===== config.mk =====
export PLATFORM = sky130hd
export DESIGN_NAME = scan_code_to_ascii_fifo
export DESIGN_NICKNAME = d
export VERILOG_FILES = /design/src/hdl/sc2a_pkg.sv /design/src/hdl/sc2a_ram.sv /design/src/hdl/scan_code_to_ascii_fifo.sv
export SDC_FILE = /design/constraint.sdc
export NUM_CORES = 1
export LEC_CHECK = 0
export BUFFER_PORTS_ARGS = -buffer_cell sky130_fd_sc_hd__buf_2
export CAP_MARGIN = 0
export CORE_MARGIN = 4
export CORE_UTILIZATION = 30
export CTS_CLUSTER_SIZE = 10
export DETAILED_ROUTE_END_ITERATION = 10
export PLACE_DENSITY = 0.52
export RECOVER_POWER = 100
export SLEW_MARGIN = 20
export SYNTH_ARGS = -nofsm -noshare
export SYNTH_HDL_FRONTEND = slang
export SYNTH_SLANG_ARGS = --single-unit

===== constraint.sdc =====
create_clock -name clk_i -period 10.5 [get_ports clk_i]
set_input_delay 0.525 -clock clk_i [delete_from_list [all_inputs] [get_ports clk_i]]
set_output_delay 0.525 -clock clk_i [all_outputs]
set_load 0.1 [all_outputs]

===== src/hdl/sc2a_pkg.sv =====
package sc2a_pkg;

  localparam logic       CmdScan    = 1'b0;
  localparam logic       CmdRead    = 1'b1;
  localparam int         ScanW      = 8;
  localparam int         CharW      = 7;
  localparam logic [6:0] KeyLshift  = 7'h2A;
  localparam logic [6:0] KeyRshift  = 7'h36;

  // set-1 make code to ASCII, plain and shifted layers
  function automatic logic [CharW-1:0] key_to_char(input logic shift, input logic [6:0] key);
    logic [7:0] pl;
    logic [7:0] sh;
    pl = 8'h00;
    sh = 8'h00;
    unique case (key)
      7'h01: begin pl = 8'h1B; sh = 8'h1B; end
      7'h02: begin pl = "1";   sh = "!";   end
      7'h03: begin pl = "2";   sh = 8'h22; end
      7'h04: begin pl = "3";   sh = "#";   end
      7'h05: begin pl = "4";   sh = "$";   end
      7'h06: begin pl = "5";   sh = "%";   end
      7'h07: begin pl = "6";   sh = "&";   end
      7'h08: begin pl = "7";   sh = "/";   end
      7'h09: begin pl = "8";   sh = "(";   end
      7'h0A: begin pl = "9";   sh = ")";   end
      7'h0B: begin pl = "0";   sh = "=";   end
      7'h0C: begin pl = "+";   sh = "?";   end
      7'h0D: begin pl = 8'h27; sh = 8'h60; end
      7'h0E: begin pl = 8'h08; sh = 8'h08; end
      7'h0F: begin pl = 8'h09; sh = 8'h09; end
      7'h10: begin pl = "q";   sh = "Q";   end
      7'h11: begin pl = "w";   sh = "W";   end
      7'h12: begin pl = "e";   sh = "E";   end
      7'h13: begin pl = "r";   sh = "R";   end
      7'h14: begin pl = "t";   sh = "T";   end
      7'h15: begin pl = "y";   sh = "Y";   end
      7'h16: begin pl = "u";   sh = "U";   end
      7'h17: begin pl = "i";   sh = "I";   end
      7'h18: begin pl = "o";   sh = "O";   end
      7'h19: begin pl = "p";   sh = "P";   end
      7'h1A: begin pl = "a";   sh = "A";   end
      7'h1B: begin pl = "u";   sh = "U";   end
      7'h1C: begin pl = 8'h0D; sh = 8'h0D; end
      7'h1E: begin pl = "a";   sh = "A";   end
      7'h1F: begin pl = "s";   sh = "S";   end
      7'h20: begin pl = "d";   sh = "D";   end
      7'h21: begin pl = "f";   sh = "F";   end
      7'h22: begin pl = "g";   sh = "G";   end
      7'h23: begin pl = "h";   sh = "H";   end
      7'h24: begin pl = "j";   sh = "J";   end
      7'h25: begin pl = "k";   sh = "K";   end
      7'h26: begin pl = "l";   sh = "L";   end
      7'h27: begin pl = "o";   sh = "O";   end
      7'h28: begin pl = "a";   sh = "A";   end
      7'h29: begin pl = "^";   sh = "*";   end
      7'h2B: begin pl = "<";   sh = ">";   end
      7'h2C: begin pl = "z";   sh = "Z";   end
      7'h2D: begin pl = "x";   sh = "X";   end
      7'h2E: begin pl = "c";   sh = "C";   end
      7'h2F: begin pl = "v";   sh = "V";   end
      7'h30: begin pl = "b";   sh = "B";   end
      7'h31: begin pl = "n";   sh = "N";   end
      7'h32: begin pl = "m";   sh = "M";   end
      7'h33: begin pl = ",";   sh = ";";   end
      7'h34: begin pl = ".";   sh = ":";   end
      7'h35: begin pl = "-";   sh = "_";   end
      7'h39: begin pl = " ";   sh = " ";   end
      default: begin pl = 8'h00; sh = 8'h00; end
    endcase
    return shift ? sh[CharW-1:0] : pl[CharW-1:0];
  endfunction

endpackage


===== src/hdl/sc2a_ram.sv =====
module sc2a_ram #(
  parameter int WIDTH = 7,
  parameter int DEPTH = 128
) (
  input  logic                     clk_i,
  input  logic                     we_i,
  input  logic [$clog2(DEPTH)-1:0] waddr_i,
  input  logic [WIDTH-1:0]         wdata_i,
  input  logic                     re_i,
  input  logic [$clog2(DEPTH)-1:0] raddr_i,
  output logic [WIDTH-1:0]         rdata_o
);

  logic [WIDTH-1:0] mem [DEPTH];

  always_ff @(posedge clk_i) begin
    if (we_i) begin
      mem[waddr_i] <= wdata_i;
    end
    if (re_i) begin
      rdata_o <= mem[raddr_i];
    end
  end

endmodule


===== src/hdl/scan_code_to_ascii_fifo.sv =====
// channel  | dir | tdata                  | tuser
// s_axis   | in  | [7:0] scan_code        | [0] cmd (0 scan, 1 read)
// m_axis   | out | [6:0] out_char, [7] 0  | [0] char_valid, [1] has_char
//
// One transaction per cycle sustained while m_axis_tready is high; an accepted input passes
// through the character RAM read stage and then the output register to m_axis_tvalid.
// Pointers and shift flag update at accept; RAM content needs no clearing.
// Reset clears pointers, shift flag and all valid bits.
// A stalled m_axis holds the output register and the read stage, then s_axis_tready drops.
module scan_code_to_ascii_fifo #(
  parameter int FIFO_DEPTH = 128
) (
  input  logic       clk_i,
  input  logic       rst_ni,
  input  logic       s_axis_tvalid,
  output logic       s_axis_tready,
  input  logic [7:0] s_axis_tdata,   // [7:0] scan_code
  input  logic       s_axis_tuser,   // [0] cmd
  output logic       m_axis_tvalid,
  input  logic       m_axis_tready,
  output logic [7:0] m_axis_tdata,   // [6:0] out_char, [7] zero
  output logic [1:0] m_axis_tuser    // [0] char_valid, [1] has_char
);
  import sc2a_pkg::*;

  localparam int AW = (FIFO_DEPTH > 1) ? $clog2(FIFO_DEPTH) : 1;
  localparam logic [AW-1:0] PtrLast = AW'(FIFO_DEPTH - 1);

  function automatic logic [AW-1:0] ptr_inc(input logic [AW-1:0] p);
    return (p == PtrLast) ? '0 : p + AW'(1);
  endfunction

  logic [AW-1:0] wp_q, wp_d, rp_q, rp_d;
  logic          shift_q, shift_d;

  logic          s1_v_q, s1_rd_q, s1_has_q;
  logic          s2_v_q, s2_rd_q, s2_has_q;
  logic [CharW-1:0] s2_char_q;
  logic          s1_adv, accept;

  logic [6:0]    key;
  logic          is_shift;
  logic [CharW-1:0] lut_char;
  logic          push, pop;
  logic [CharW-1:0] rdata;

  assign accept = s_axis_tvalid && s_axis_tready;
  assign s1_adv = s1_v_q && (!s2_v_q || m_axis_tready);
  assign s_axis_tready = !s1_v_q || s1_adv;

  assign key      = s_axis_tdata[6:0];
  assign is_shift = (key == KeyLshift) || (key == KeyRshift);
  assign lut_char = key_to_char(shift_q, key);

  always_comb begin
    push    = 1'b0;
    pop     = 1'b0;
    shift_d = shift_q;
    wp_d    = wp_q;
    rp_d    = rp_q;
    if (accept) begin
      if (s_axis_tuser == CmdRead) begin
        if (wp_q != rp_q) begin
          pop  = 1'b1;
          rp_d = ptr_inc(rp_q);
        end
      end else if (s_axis_tdata[7]) begin
        if (is_shift) shift_d = 1'b0;
      end else if (is_shift) begin
        shift_d = 1'b1;
      end else if (lut_char != '0) begin
        push = 1'b1;
        wp_d = ptr_inc(wp_q);
        if (wp_d == rp_q) rp_d = ptr_inc(rp_q);
      end
    end
  end

  sc2a_ram #(
    .WIDTH (CharW),
    .DEPTH (FIFO_DEPTH)
  ) u_store (
    .clk_i   (clk_i),
    .we_i    (push),
    .waddr_i (wp_q),
    .wdata_i (lut_char),
    .re_i    (pop),
    .raddr_i (rp_q),
    .rdata_o (rdata)
  );

  always_ff @(posedge clk_i or negedge rst_ni) begin
    if (!rst_ni) begin
      wp_q      <= '0;
      rp_q      <= '0;
      shift_q   <= 1'b0;
      s1_v_q    <= 1'b0;
      s1_rd_q   <= 1'b0;
      s1_has_q  <= 1'b0;
      s2_v_q    <= 1'b0;
      s2_rd_q   <= 1'b0;
      s2_has_q  <= 1'b0;
      s2_char_q <= '0;
    end else begin
      wp_q    <= wp_d;
      rp_q    <= rp_d;
      shift_q <= shift_d;
      if (accept) begin
        s1_v_q   <= 1'b1;
        s1_rd_q  <= pop;
        s1_has_q <= (wp_d != rp_d);
      end else if (s1_adv) begin
        s1_v_q <= 1'b0;
      end
      if (s1_adv) begin
        s2_v_q    <= 1'b1;
        s2_rd_q   <= s1_rd_q;
        s2_has_q  <= s1_has_q;
        s2_char_q <= s1_rd_q ? rdata : '0;
      end else if (m_axis_tready) begin
        s2_v_q <= 1'b0;
      end
    end
  end

  assign m_axis_tvalid = s2_v_q;
  assign m_axis_tdata  = {1'b0, s2_char_q};
  assign m_axis_tuser  = {s2_has_q, s2_rd_q};

  a_ptr_range: assert property (@(posedge clk_i) disable iff (!rst_ni)
    (wp_q <= PtrLast) && (rp_q <= PtrLast))
    else $error("pointer out of range");

  a_valid_char: assert property (@(posedge clk_i) disable iff (!rst_ni)
    m_axis_tvalid && m_axis_tuser[0] |-> m_axis_tdata[6:0] != '0)
    else $error("popped character is zero");

  a_no_char: assert property (@(posedge clk_i) disable iff (!rst_ni)
    m_axis_tvalid && !m_axis_tuser[0] |-> m_axis_tdata == '0)
    else $error("character without char_valid");

  a_stall_hold: assert property (@(posedge clk_i) disable iff (!rst_ni)
    s1_v_q && !s1_adv |-> !accept)
    else $error("accept while read stage is stalled");

endmodule

==> results of run 1 <==
kinds of logic (layout without fill, tap and decap cells):
kind of cell,Yosys count,count (layout),share of synthesized area
compound gates,94,94,0.01842
xor+xnor,25,25,0.006184
fa+ha+maj,10,10,0.003325
buf+inv,118,200,0.01370
flops,931,931,0.7391
mux,318,318,0.1829
other cells,1,1,0.00009965
simple gates,301,301,0.03624
power by group:
part	total [mW]	leakage, nW	internal (mW)	switching, mW
sequential	4.36	8.59	4.18	0.179
combinational	2.77	2.90	1.33	1.44
clock	3.24	1.43	1.88	1.36
total	10.4	12.9	7.38	2.98
how the worst min path moves through the flow:
stage             startpoint             to  slack, ns
3_5_place_dp    s2_char_q[6]   s2_char_q[6]       0.47
2_1_floorplan         rst_ni  m_axis_tvalid       0.23
4_1_cts        s_axis_tvalid         s1_v_q       0.04
6_report       s_axis_tvalid         s1_v_q       0.08
5_1_grt        s_axis_tvalid         s1_v_q       0.06
3_3_place_gp    s2_char_q[0]   s2_char_q[0]       0.47
routing by layer:
metal	up-vias	share of wire	GRT usage
met5	-	0	0
met1	9706	0.44	0.1909
met4	0	0.020	0.03444
met2	573	0.49	0.2228
li1	7520	-	-
met3	113	0.052	0.02221
registers in the layout, indices dropped and copies added, names as in the netlist:
register         count
m_axis_tvalid        1
rp_q                 7
s1_has_q             1
s1_rd_q              1
s1_v_q               1
s2_char_q            7
s2_has_q             1
s2_rd_q              1
shift_q              1
u_store.mem        896
u_store.rdata_o      7
wp_q                 7
cell usage after synthesis (11+ instances only):
library cell | n | area, um2
sky130_fd_sc_hd__edfxtp_1 | 903 | 27120
sky130_fd_sc_hd__dfrtp_1 | 28 | 700.7
sky130_fd_sc_hd__o21ai_0 | 23 | 115.1
sky130_fd_sc_hd__buf_1 | 29 | 108.9
sky130_fd_sc_hd__xnor2_1 | 11 | 96.34
sky130_fd_sc_hd__clkbuf_1 | 63 | 236.5
sky130_fd_sc_hd__mux2_2 | 17 | 191.4
sky130_fd_sc_hd__nand3_1 | 17 | 85.08
sky130_fd_sc_hd__nor2b_1 | 14 | 87.58
sky130_fd_sc_hd__nand2_1 | 53 | 198.9
sky130_fd_sc_hd__nor2_1 | 161 | 604.3
sky130_fd_sc_hd__a21oi_1 | 15 | 75.07
sky130_fd_sc_hd__xor2_1 | 13 | 113.9
sky130_fd_sc_hd__mux4_2 | 294 | 6621
stage by stage:
stage	worst slack [ns]	instance area [um2]	hold WS, ns
floorplan	1.563	37630	0.2294
detailed placement	4.638	39610	0.4727
finish	3.144	42490	0.08202
global route	2.556	42490	0.06488
CTS	5.336	42550	0.03730
global placement	4.774	39610	0.4690
cell type report:
type | instances | area [um2] | area share
Timing Repair Buffer | 54 | 335.3 | 0.007892
Sequential cell | 931 | 27830 | 0.6549
Multi-Input combinational cell | 749 | 9334 | 0.2197
Clock buffer | 131 | 2778 | 0.06537
Inverter | 5 | 18.77 | 0.0004417
Clock inverter | 10 | 151.4 | 0.003563
Tap cell | 1637 | 2048 | 0.04820
worst max-delay path, delay by kind of cell:
kind,cells,cell delay (ns)
AOI/OAI and AO/OA,4,1.06
adders and majority gates,1,0.49
buffers and inverters,4,3.61
muxes,1,0.11
and+or+nand+nor,4,1.80
==> metrics.txt, run 1 <==
# TYPE chip_impl_metric gauge
chip_impl_info{name="outcome",value="finished with violations"} 1
chip_impl_info{name="failed_checks",value="capacitance limit, slew limit"} 1
chip_impl_metric{name="total_core_area",unit="mm2"} 0.1241
chip_impl_metric{name="detail_route.first_pass.iterations",unit=""} 5
chip_impl_metric{name="area_growth",unit="%"} 12.91
chip_impl_metric{name="timing.critical_path.arrival",unit="ns"} 7.64
chip_impl_metric{name="die_w",unit="um"} 362.2
chip_impl_metric{name="hpwl",unit="mm"} 53.71
chip_impl_info{name="cts.root.buffer_cell",value="sky130_fd_sc_hd__clkbuf_16"} 1
chip_impl_metric{name="synth_async_sr_flop_share",unit=""} 0.03008
chip_impl_metric{name="final.setup_skew",unit="ns"} 0.03015
chip_impl_metric{name="fin_cells",unit=""} 3517
chip_impl_info{name="setup.worst_path.start_class",value="input port"} 1
chip_impl_info{name="cp-endpoint",value="u_store.mem[74][1]"} 1
chip_impl_info{name="crit_start",value="s_axis_tdata[1]"} 1
chip_impl_metric{name="synthCells",unit=""} 1798
chip_impl_metric{name="fmax",unit="MHz"} 135.9
chip_impl_info{name="tritoncts_clock_tree",value="built"} 1
chip_impl_info{name="hp-class",value="in -> reg"} 1
chip_impl_metric{name="grt_pass1_wl",unit="mm"} 132.6
chip_impl_metric{name="count_of_unresolved_drc_violations_after_routing",unit=""} 0
chip_impl_metric{name="post_cts_hold_buffer_count",unit=""} 1
chip_impl_metric{name="clockBufferDepth",unit=""} 3
chip_impl_metric{name="ant_nets",unit=""} 0
chip_impl_info{name="timing.critical_path.cells",value="clkbuf_1, inv_1, ha_1, mux2i_1, o221a_1, a2111o_1, a211oi_1, clkbuf_1, or2_0, o21ai_1, nor2_1, nand3b_1, buf_4, nor2_1"} 1
chip_impl_info{name="crit_path_top_delay_cell",value="sky130_fd_sc_hd__clkbuf_1"} 1
chip_impl_info{name="postSynth.topFlopCell",value="sky130_fd_sc_hd__edfxtp_1"} 1
chip_impl_metric{name="drt_iter0_markers",unit=""} 1842
chip_impl_metric{name="clk_transition_reported_paths",unit="ns"} 0.05
chip_impl_metric{name="setup_viol",unit=""} 0
chip_impl_metric{name="cp_slowest_stage_delay",unit="ns"} 2.29
chip_impl_info{name="rsz0062_at_grt",value="no"} 1
chip_impl_metric{name="insertedDiodeCount",unit=""} 0
chip_impl_metric{name="timing.setup.tns",unit="ns"} 0
chip_impl_metric{name="ff2ff_path_depth",unit=""} 6
chip_impl_metric{name="ys_seq_area_frac",unit=""} 0.7391
chip_impl_metric{name="fraction_of_layout_instances_using_a_drive_strength_above_1",unit=""} 0.2495
chip_impl_metric{name="timing.reg2reg.setup_slack",unit="ns"} 3.47
chip_impl_metric{name="initial_core_util",unit=""} 0.3032
chip_impl_info{name="crit-reg2reg-capture",value="u_store.mem[121][6]"} 1
chip_impl_metric{name="io_pins",unit=""} 25
chip_impl_metric{name="layout_min_cycle_time",unit="ns"} 7.356
chip_impl_metric{name="row_count",unit=""} 129
chip_impl_metric{name="postSynthNetCount",unit=""} 1821
chip_impl_info{name="regToRegStartpoint",value="shift_q"} 1
chip_impl_info{name="layout_commonest_cell",value="sky130_fd_sc_hd__edfxtp_1"} 1
chip_impl_metric{name="synth.cell_area",unit="mm2"} 0.03763
chip_impl_metric{name="route.final.wire_length",unit="mm"} 89.74
chip_impl_metric{name="clock_h_tree_levels",unit=""} 3
chip_impl_metric{name="die_h",unit="um"} 362.2
chip_impl_metric{name="filler_cells",unit=""} 11430
chip_impl_metric{name="yosysWarnings",unit=""} 0
chip_impl_info{name="worstSetupPathType",value="in -> reg"} 1
chip_impl_metric{name="power.leakage",unit="nW"} 12.91
chip_impl_metric{name="gr-total-overflow",unit=""} 0
chip_impl_metric{name="crit_required",unit="ns"} 10.79
chip_impl_metric{name="total_power",unit="mW"} 10.36
chip_impl_metric{name="avg_wl_per_cell",unit="um"} 25.52
chip_impl_metric{name="slew_headroom",unit=""} -1.754
chip_impl_metric{name="avgSynthCellArea",unit="um2"} 20.93
chip_impl_metric{name="grt_usage",unit=""} 0.1361
chip_impl_metric{name="cts_buffers",unit=""} 105
chip_impl_metric{name="clock_insertion_delay_worst_skew",unit="ns"} 0.66
chip_impl_metric{name="post_cts_buffers",unit=""} 0
chip_impl_metric{name="hold_violations",unit=""} 0
chip_impl_metric{name="cap_violations",unit=""} 11
chip_impl_metric{name="grt_start_max_net_pins",unit=""} 118
chip_impl_metric{name="synth-edff-count",unit=""} 903
chip_impl_metric{name="synth-seq-cells",unit=""} 931
chip_impl_metric{name="final_min_period_over_clock_period",unit=""} 0.7006
chip_impl_metric{name="post_cts_resize_count",unit=""} 0
chip_impl_metric{name="post_synth_num_cell_types",unit=""} 74
chip_impl_metric{name="cellPowerDensity",unit="mW/mm2"} 243.9
chip_impl_metric{name="gp_congestion",unit=""} 0.8208
chip_impl_metric{name="maxSlewViolCount",unit=""} 634
chip_impl_metric{name="io_buffers",unit=""} 23
chip_impl_metric{name="layout.nets",unit=""} 1869
chip_impl_info{name="end_kind",value="register"} 1
chip_impl_metric{name="overall_die_area",unit="mm2"} 0.1312
chip_impl_metric{name="clock_sinks",unit=""} 931
chip_impl_metric{name="vias",unit=""} 17910
chip_impl_metric{name="post-route-util",unit=""} 0.3423
chip_impl_metric{name="grt_pass1_vias",unit=""} 18760
chip_impl_metric{name="post_drt_via_cell_ratio",unit=""} 5.093
chip_impl_metric{name="worst-path-max-fanout",unit=""} 71
chip_impl_metric{name="placed_cells",unit=""} 3374
chip_impl_metric{name="grt_antenna_before_repair",unit=""} 3
chip_impl_metric{name="peakVddDrop",unit="mV"} 0.2188
chip_impl_info{name="mostFrequentLayoutCells",value="sky130_fd_sc_hd__edfxtp_1, sky130_fd_sc_hd__mux4_2, sky130_fd_sc_hd__nor2_1"} 1
chip_impl_metric{name="worstMarginPinSlew",unit="ns"} 4.131
chip_impl_metric{name="hold-path-cell-count",unit=""} 2
Note: power is estimated with default switching activity, not from simulation.
==> run 2: changes to the inputs <==
Settings changed: PLACE_DENSITY 0.52 to 0.53.
Clock period 10.5 ns to 6.15 ns, I/O delays scaled along.
==> run 2 against run 1 <==
Net effect: critical endpoint is now u_store.mem[104][4]; critical path depth is 5 lower; the run still ends with capacitance limit, slew limit left; die area stayed put; utilization hardly changed; largest power group unchanged; via count is 0.13% higher.
==> metrics.txt, run 2 (synthesis results as in run 1) <==
# TYPE chip_impl_metric gauge
chip_impl_info{name="outcome",value="finished with violations"} 1
chip_impl_info{name="layout_commonest_cell",value="sky130_fd_sc_hd__edfxtp_1"} 1
chip_impl_metric{name="timing.critical_path.arrival",unit="ns"} 5.52
chip_impl_metric{name="clock_sinks",unit=""} 931
chip_impl_metric{name="largest_register_ffs",unit=""} 896
chip_impl_info{name="tritoncts_clock_tree",value="built"} 1
chip_impl_metric{name="clock_insertion_delay_worst_skew",unit="ns"} 0.67
chip_impl_metric{name="die_h",unit="um"} 362.2
chip_impl_metric{name="worstMarginPinSlew",unit="ns"} 3.016
chip_impl_metric{name="total_core_area",unit="mm2"} 0.1241
chip_impl_metric{name="io_pins",unit=""} 25
chip_impl_metric{name="slew_headroom",unit=""} -1.010
chip_impl_metric{name="fraction_of_layout_instances_using_a_drive_strength_above_1",unit=""} 0.2443
chip_impl_info{name="end_kind",value="register"} 1
chip_impl_info{name="largest-register",value="u_store.mem"} 1
chip_impl_metric{name="io_buffers",unit=""} 23
chip_impl_metric{name="hpwl",unit="mm"} 54.43
chip_impl_metric{name="gp_congestion",unit=""} 0.8084
chip_impl_info{name="failed_checks",value="capacitance limit, slew limit"} 1
chip_impl_metric{name="power.leakage",unit="nW"} 12.92
chip_impl_metric{name="layout.nets",unit=""} 1875
chip_impl_metric{name="final_min_period_over_clock_period",unit=""} 0.8508
chip_impl_metric{name="maxSlewViolCount",unit=""} 550
chip_impl_metric{name="initial_core_util",unit=""} 0.3032
chip_impl_metric{name="cap_violations",unit=""} 10
chip_impl_metric{name="row_count",unit=""} 129
chip_impl_metric{name="gr-total-overflow",unit=""} 0
chip_impl_info{name="timing.critical_path.cells",value="inv_1, o21ai_0, a2111oi_0, a211oi_1, a41oi_1, o21ai_0, nor2_1, nand2_1, nor2_1"} 1
chip_impl_metric{name="overall_die_area",unit="mm2"} 0.1312
chip_impl_metric{name="grt_antenna_before_repair",unit=""} 3
chip_impl_metric{name="detail_route.first_pass.iterations",unit=""} 7
chip_impl_info{name="crit_path_top_delay_cell",value="sky130_fd_sc_hd__nand2_1"} 1
chip_impl_metric{name="clockBufferDepth",unit=""} 3
chip_impl_metric{name="setup_viol",unit=""} 0
chip_impl_info{name="rsz0062_at_grt",value="no"} 1
chip_impl_metric{name="timing.critical_path.buf_inv",unit=""} 1
chip_impl_metric{name="worst-path-max-fanout",unit=""} 18
chip_impl_metric{name="route.final.wire_length",unit="mm"} 89.19
chip_impl_info{name="mostFrequentLayoutCells",value="sky130_fd_sc_hd__edfxtp_1, sky130_fd_sc_hd__mux4_2, sky130_fd_sc_hd__nor2_1"} 1
chip_impl_metric{name="path_depth",unit=""} 9
chip_impl_metric{name="area_growth",unit="%"} 12.98
chip_impl_info{name="cts.root.buffer_cell",value="sky130_fd_sc_hd__clkbuf_16"} 1
chip_impl_metric{name="cp_slowest_stage_delay",unit="ns"} 1.08
chip_impl_metric{name="peakVddDrop",unit="mV"} 0.2510
chip_impl_info{name="worstSetupPathType",value="reg -> reg"} 1
chip_impl_metric{name="grt_pass1_wl",unit="mm"} 132.2
chip_impl_metric{name="grt_start_max_net_pins",unit=""} 129
chip_impl_metric{name="ff2ff_path_depth",unit=""} 9
chip_impl_metric{name="fmax",unit="MHz"} 191.1
chip_impl_metric{name="timing.setup.tns",unit="ns"} 0
chip_impl_metric{name="avg_wl_per_cell",unit="um"} 25.30
chip_impl_metric{name="ant_nets",unit=""} 0
chip_impl_metric{name="filler_cells",unit=""} 11450
chip_impl_metric{name="cts_buffers",unit=""} 104
chip_impl_metric{name="post_drt_via_cell_ratio",unit=""} 5.088
chip_impl_metric{name="hold_violations",unit=""} 0
chip_impl_metric{name="crit_required",unit="ns"} 6.44
chip_impl_metric{name="final.setup_skew",unit="ns"} 0.02667
chip_impl_metric{name="die_w",unit="um"} 362.2
chip_impl_metric{name="cellPowerDensity",unit="mW/mm2"} 412.9
chip_impl_metric{name="grt_usage",unit=""} 0.1358
chip_impl_metric{name="post_cts_resize_count",unit=""} 0
chip_impl_info{name="hp-class",value="in -> reg"} 1
chip_impl_metric{name="clk_transition_reported_paths",unit="ns"} 0.06
chip_impl_metric{name="clock_h_tree_levels",unit=""} 3
chip_impl_info{name="setup.worst_path.start_class",value="register"} 1
chip_impl_metric{name="vias",unit=""} 17940
chip_impl_metric{name="layout_min_cycle_time",unit="ns"} 5.233
chip_impl_metric{name="drt_iter0_markers",unit=""} 1797
chip_impl_metric{name="hold-path-cell-count",unit=""} 4
chip_impl_info{name="worst_path_dominant_cell_family",value="compound AO/OA/AOI/OAI gates"} 1
chip_impl_metric{name="grt_pass1_vias",unit=""} 18680
chip_impl_metric{name="worst_hold_slack",unit="ns"} 0.1100
chip_impl_metric{name="count_of_unresolved_drc_violations_after_routing",unit=""} 0
[run 2: cell count changes in the layout (fill, tap and decap cells not counted), moves of 3 or more]
cell,previous run,this run
sky130_fd_sc_hd__buf_12,1,8
sky130_fd_sc_hd__buf_4,18,7
sky130_fd_sc_hd__clkbuf_2,0,5
sky130_fd_sc_hd__clkinv_1,0,5
sky130_fd_sc_hd__dlygate4sd3_1,1,5
sky130_fd_sc_hd__inv_6,3,0
[run 2: report_power, final]
group / switching, mW / internal (mW) / leakage (nW)
Clock: 2.31 / 3.09 / 1.38
Sequential: 0.243 / 7.13 / 8.59
Combinational: 2.48 / 2.30 / 2.96
Total: 5.03 / 12.5 / 12.9
[run 2: routing by layer]
| layer | part of all wire | global-route usage |
|---|---|---|
| met1 | 0.43 | 0.1882 |
| met2 | 0.50 | 0.2260 |
| met3 | 0.051 | 0.02053 |
| met4 | 0.017 | 0.03381 |
| met5 | 0.00015 | 0 |
[run 2: layout make-up]
class                   instances  area, um2  share of cell area
well taps                    1637       2048             0.04817
inverters                       5      18.77           0.0004414
flip-flops and latches        931      27830              0.6545
repair buffers                 61      464.2             0.01092
clock buffers                 131       2746             0.06459
clock inverters                10      106.4            0.002501
multi-input cells             749       9303              0.2188
diodes                          1      2.502          0.00005885
[run 2: final timing paths]
check | start | endpoint | slack [ns]
max | shift_q | u_store.mem[104][4] | 0.92
min | s_axis_tuser | shift_q | 0.11
max reg2reg | shift_q | u_store.mem[104][4] | 0.92
min reg2reg | s2_char_q[2] | s2_char_q[2] | 0.48
max in group asynchronous | rst_ni | rp_q[1] | 4.28
min in group asynchronous | rst_ni | rp_q[6] | 0.70
[run 2: per-stage QoR]
| stage | instances | setup WS [ns] | power, mW | util | area [um2] |
|---|---|---|---|---|---|
| global route | 3524 | 0.6262 | 18.27 | 0.3425 | 42520 |
| CTS | 3523 | 1.405 | 17.80 | 0.3436 | 42650 |
| global placement | 3377 | 1.237 | 12.36 | 0.3202 | 39750 |
| detailed placement | 3377 | 1.062 | 12.37 | 0.3202 | 39750 |
| finish | 3525 | 0.9173 | 17.55 | 0.3426 | 42520 |
| floorplan | 1798 | 0.6592 | 10.77 | - | 37660 |
[run 2: tightest hold or removal path: stages]
cell	delay [ns]
sky130_fd_sc_hd__buf_2	0.19
sky130_fd_sc_hd__nor3_1	0.10
sky130_fd_sc_hd__nor2_1	0.09
sky130_fd_sc_hd__a21oi_1	0.04
[run 2: what timing repair did]
item | CTS | global route
buffers inserted | 0 | 0
hold buffers | 5 | 0
setup endpoints to repair | 0 | 0
hold endpoints to repair | 31 | 0
==> run 3: changes to the inputs <==
Settings changed: ABC_AREA set to 1, CELL_PAD_IN_SITES_DETAIL_PLACEMENT set to 0, CELL_PAD_IN_SITES_GLOBAL_PLACEMENT set to 1, PLACE_DENSITY 0.53 to 0.6.
==> run 3 against run 2 <==
Net effect: setup slack better by 0.31 ns; non-clock buffer count up 12; first-iteration DRC count up 54%; register-to-register slack better by 0.31 ns; the run still ends with capacitance limit, slew limit left; combinational power down 6.1%; fmax up 6.2%; largest power group unchanged; utilization down 0.34 points; die area up 2.8%.
==> metrics.txt, run 3 <==
# TYPE chip_impl_metric gauge
chip_impl_info{name="outcome",value="finished with violations"} 1
chip_impl_info{name="failed_checks",value="capacitance limit, slew limit"} 1
chip_impl_info{name="crit_start",value="shift_q"} 1
chip_impl_info{name="tritoncts_clock_tree",value="built"} 1
chip_impl_metric{name="hold-path-cell-count",unit=""} 3
chip_impl_info{name="synthMostInstantiatedCell",value="sky130_fd_sc_hd__edfxtp_1"} 1
chip_impl_metric{name="synth.cell_area",unit="mm2"} 0.03871
chip_impl_metric{name="post_cts_resize_count",unit=""} 0
chip_impl_info{name="dominant_cell_type_by_area_after_synthesis",value="sky130_fd_sc_hd__edfxtp_1"} 1
chip_impl_metric{name="setup_viol",unit=""} 0
chip_impl_metric{name="pwr-share-clk",unit=""} 0.321
chip_impl_metric{name="ys_seq_area_frac",unit=""} 0.7186
chip_impl_metric{name="ant_nets",unit=""} 0
chip_impl_info{name="largest-register",value="u_store.mem"} 1
chip_impl_metric{name="worst_hold_slack",unit="ns"} 0.06992
chip_impl_metric{name="clock_insertion_delay_worst_skew",unit="ns"} 0.68
chip_impl_info{name="yosys-top-cells-count",value="sky130_fd_sc_hd__edfxtp_1, sky130_fd_sc_hd__nor2_1, sky130_fd_sc_hd__o21ai_0"} 1
chip_impl_metric{name="post_synth_num_cell_types",unit=""} 45
chip_impl_metric{name="timing.setup.tns",unit="ns"} 0
chip_impl_metric{name="cts_buffers",unit=""} 108
chip_impl_metric{name="detail_route.first_pass.iterations",unit=""} 5
chip_impl_metric{name="clockBufferDepth",unit=""} 3
chip_impl_metric{name="worst-path-max-fanout",unit=""} 83
chip_impl_info{name="holdCritStartpoint",value="s_axis_tdata[6]"} 1
chip_impl_info{name="crit_path_top_delay_cell",value="sky130_fd_sc_hd__clkinvlp_2"} 1
chip_impl_metric{name="clock_h_tree_levels",unit=""} 3
chip_impl_metric{name="grt_pass1_vias",unit=""} 25240
chip_impl_info{name="hp-class",value="in -> reg"} 1
chip_impl_metric{name="cellPowerDensity",unit="mW/mm2"} 402.2
chip_impl_metric{name="vias",unit=""} 25720
chip_impl_metric{name="peakVddDrop",unit="mV"} 0.2073
chip_impl_metric{name="avgSynthCellArea",unit="um2"} 11.87
chip_impl_metric{name="synth_largest_type_area_fraction",unit=""} 0.7005
chip_impl_metric{name="crit_required",unit="ns"} 6.26
chip_impl_metric{name="power.switching",unit="mW"} 6.007
chip_impl_metric{name="ff2ff_path_depth",unit=""} 7
chip_impl_metric{name="grt_start_max_net_pins",unit=""} 138
chip_impl_info{name="mostFrequentLayoutCells",value="sky130_fd_sc_hd__edfxtp_1, sky130_fd_sc_hd__nor2_1, sky130_fd_sc_hd__o21ai_0"} 1
chip_impl_metric{name="maxSlewViolCount",unit=""} 536
chip_impl_metric{name="io_pins",unit=""} 25
chip_impl_metric{name="largest_register_ffs",unit=""} 896
chip_impl_metric{name="clk_transition_reported_paths",unit="ns"} 0.05
chip_impl_metric{name="final_min_period_over_clock_period",unit=""} 0.8010
chip_impl_info{name="cts.root.buffer_cell",value="sky130_fd_sc_hd__clkbuf_16"} 1
chip_impl_metric{name="slew_headroom",unit=""} -0.9209
chip_impl_metric{name="overall_die_area",unit="mm2"} 0.1348
chip_impl_metric{name="power.leakage",unit="nW"} 13.86
chip_impl_metric{name="post_cts_hold_buffer_count",unit=""} 3
chip_impl_metric{name="power_frac_seq",unit=""} 0.421
chip_impl_metric{name="synth_async_sr_flop_share",unit=""} 0.03008
chip_impl_metric{name="fraction_of_layout_instances_using_a_drive_strength_above_1",unit=""} 0.06260
chip_impl_metric{name="drt_iter0_markers",unit=""} 2770
chip_impl_metric{name="cap_violations",unit=""} 11
chip_impl_metric{name="io_buffers",unit=""} 23
chip_impl_metric{name="switching_share",unit=""} 0.3444
chip_impl_info{name="synth_top_cells_by_area",value="sky130_fd_sc_hd__edfxtp_1, sky130_fd_sc_hd__o21ai_0, sky130_fd_sc_hd__nor2_1"} 1
chip_impl_info{name="postSynth.topFlopCell",value="sky130_fd_sc_hd__edfxtp_1"} 1
chip_impl_metric{name="total_power",unit="mW"} 17.44
chip_impl_metric{name="final.setup_skew",unit="ns"} 0.03629
chip_impl_metric{name="power.share.combinational",unit=""} 0.257
chip_impl_metric{name="fmax",unit="MHz"} 203.0
chip_impl_metric{name="worstMarginPinSlew",unit="ns"} 2.881
chip_impl_metric{name="gp_congestion",unit=""} 0.8406
chip_impl_metric{name="row_count",unit=""} 131
chip_impl_metric{name="post_cts_buffers",unit=""} 0
chip_impl_metric{name="grt_usage",unit=""} 0.1653
chip_impl_metric{name="hold_violations",unit=""} 0
chip_impl_metric{name="area_growth",unit="%"} 12.02
chip_impl_info{name="worstSetupPathType",value="reg -> reg"} 1
chip_impl_info{name="layout_commonest_cell",value="sky130_fd_sc_hd__edfxtp_1"} 1
chip_impl_metric{name="gr-total-overflow",unit=""} 0
chip_impl_metric{name="power.internal",unit="mW"} 11.43
chip_impl_metric{name="route.final.wire_length",unit="mm"} 115.0
chip_impl_metric{name="layout.nets",unit=""} 3237
chip_impl_info{name="end_kind",value="register"} 1
chip_impl_metric{name="postSynthNetCount",unit=""} 3284
chip_impl_metric{name="synth-seq-cells",unit=""} 931
chip_impl_metric{name="layout_min_cycle_time",unit="ns"} 4.926
chip_impl_metric{name="cp_slowest_stage_delay",unit="ns"} 1.68
chip_impl_metric{name="timing.critical_path.arrival",unit="ns"} 5.04
chip_impl_metric{name="avg_wl_per_cell",unit="um"} 23.37
chip_impl_metric{name="synth-edff-count",unit=""} 903
chip_impl_metric{name="synthCells",unit=""} 3261
chip_impl_info{name="setup.worst_path.start_class",value="register"} 1
chip_impl_metric{name="clock_sinks",unit=""} 931
chip_impl_info{name="timing.critical_path.cells",value="nor2_1, nand3_1, nand3_1, nand2_1, nand3_1, clkinvlp_2, buf_2"} 1
chip_impl_metric{name="yosysWarnings",unit=""} 0
chip_impl_metric{name="initial_core_util",unit=""} 0.3028
chip_impl_info{name="critPathMostFrequentCell",value="sky130_fd_sc_hd__nand3_1"} 1
chip_impl_metric{name="die_w",unit="um"} 367.2
chip_impl_metric{name="die_h",unit="um"} 367.2
chip_impl_metric{name="post_drt_via_cell_ratio",unit=""} 5.226
chip_impl_info{name="rsz0062_at_grt",value="no"} 1
chip_impl_metric{name="hpwl",unit="mm"} 68.07
chip_impl_metric{name="total_core_area",unit="mm2"} 0.1278
chip_impl_info{name="regToRegStartpoint",value="shift_q"} 1
chip_impl_metric{name="grt_pass1_wl",unit="mm"} 169.8
chip_impl_metric{name="count_of_unresolved_drc_violations_after_routing",unit=""} 0
chip_impl_metric{name="grt_antenna_before_repair",unit=""} 1
## run 3: cell count changes in the layout (fill, tap and decap cells not counted), sizes merged, moves of 25 or more
cell,change
nand3,+66
o221ai,+40
mux4,-294
nand2,+175
nor2,+590
o22ai,+229
buf,+25
o21ai,+561
inv,+71
## run 3: path summary, 6_finish.rpt
path                            slack, ns                 end
worst max-delay path                 1.22  u_store.mem[70][3]
worst min-delay path                 0.07             shift_q
worst max register to register       1.22  u_store.mem[70][3]
worst min register to register       0.47             s2_rd_q
max in group asynchronous            4.41             rp_q[0]
min in group asynchronous            0.58             s2_rd_q
## run 3: layer usage
| metal | share of wire | up-vias | track usage | routed length (um) |
|---|---|---|---|---|
| met3 | 0.052 | 133 | 0.02201 | 5996 |
| met4 | 0.021 | 0 | 0.03871 | 2389 |
| met2 | 0.46 | 794 | 0.2664 | 53290 |
| li1 | - | 11800 | - | - |
| met5 | 0 | - | 0 | 0 |
| met1 | 0.46 | 13000 | 0.2375 | 53330 |
## run 3: cell type report
| type | instances | area, um2 |
|---|---|---|
| Antenna cell | 1 | 2.502 |
| Tap cell | 1662 | 2079 |
| Fill cell | 12660 | 84490 |
| Sequential cell | 931 | 27830 |
| Inverter | 78 | 317.8 |
| Multi-Input combinational cell | 2022 | 9618 |
| Clock inverter | 18 | 147.6 |
| Clock buffer | 137 | 2821 |
| Timing Repair Buffer | 73 | 545.5 |
## run 3: cell families (layout without fill, tap and decap cells)
| family | Yosys count | in the layout | synth area share |
|---|---|---|---|
| compound gates | 908 | 908 | 0.1312 |
| xor+xnor | 11 | 11 | 0.002489 |
| fa+ha+maj | 10 | 10 | 0.003232 |
| buf+inv | 308 | 306 | 0.03184 |
| flops | 931 | 931 | 0.7186 |
| other cells | 1 | 2 | 0.00009688 |
| simple gates | 1092 | 1092 | 0.1125 |
## run 3: power by group through the flow
stage	registers, mW	clock network, mW	logic (mW)
3_5_place_dp	7.47	0	4.50
2_1_floorplan	7.40	0	2.79
5_1_grt	7.37	5.98	4.88
3_3_place_gp	7.47	0	4.53
4_1_cts	7.34	5.70	4.51
6_report	7.35	5.60	4.49
## run 3: critical path: cells and delay by family, from the launching register on
family / cells / cell delay [ns]
buffers and inverters: 2 / 3.02
DFF: 1 / 0.59
and+or+nand+nor: 5 / 0.70
## run 3: per-stage QoR
stage,cell area (um2),utilization,std cells,setup WS [ns]
final,43360,0.3392,4922,1.224
after global routing,43360,0.3391,4921,0.8941
after CTS,43480,0.3401,4921,2.033
after detailed placement,40480,0.3166,4763,1.636
after global placement,40480,0.3166,4763,1.621
after floorplan,38710,-,3261,1.771
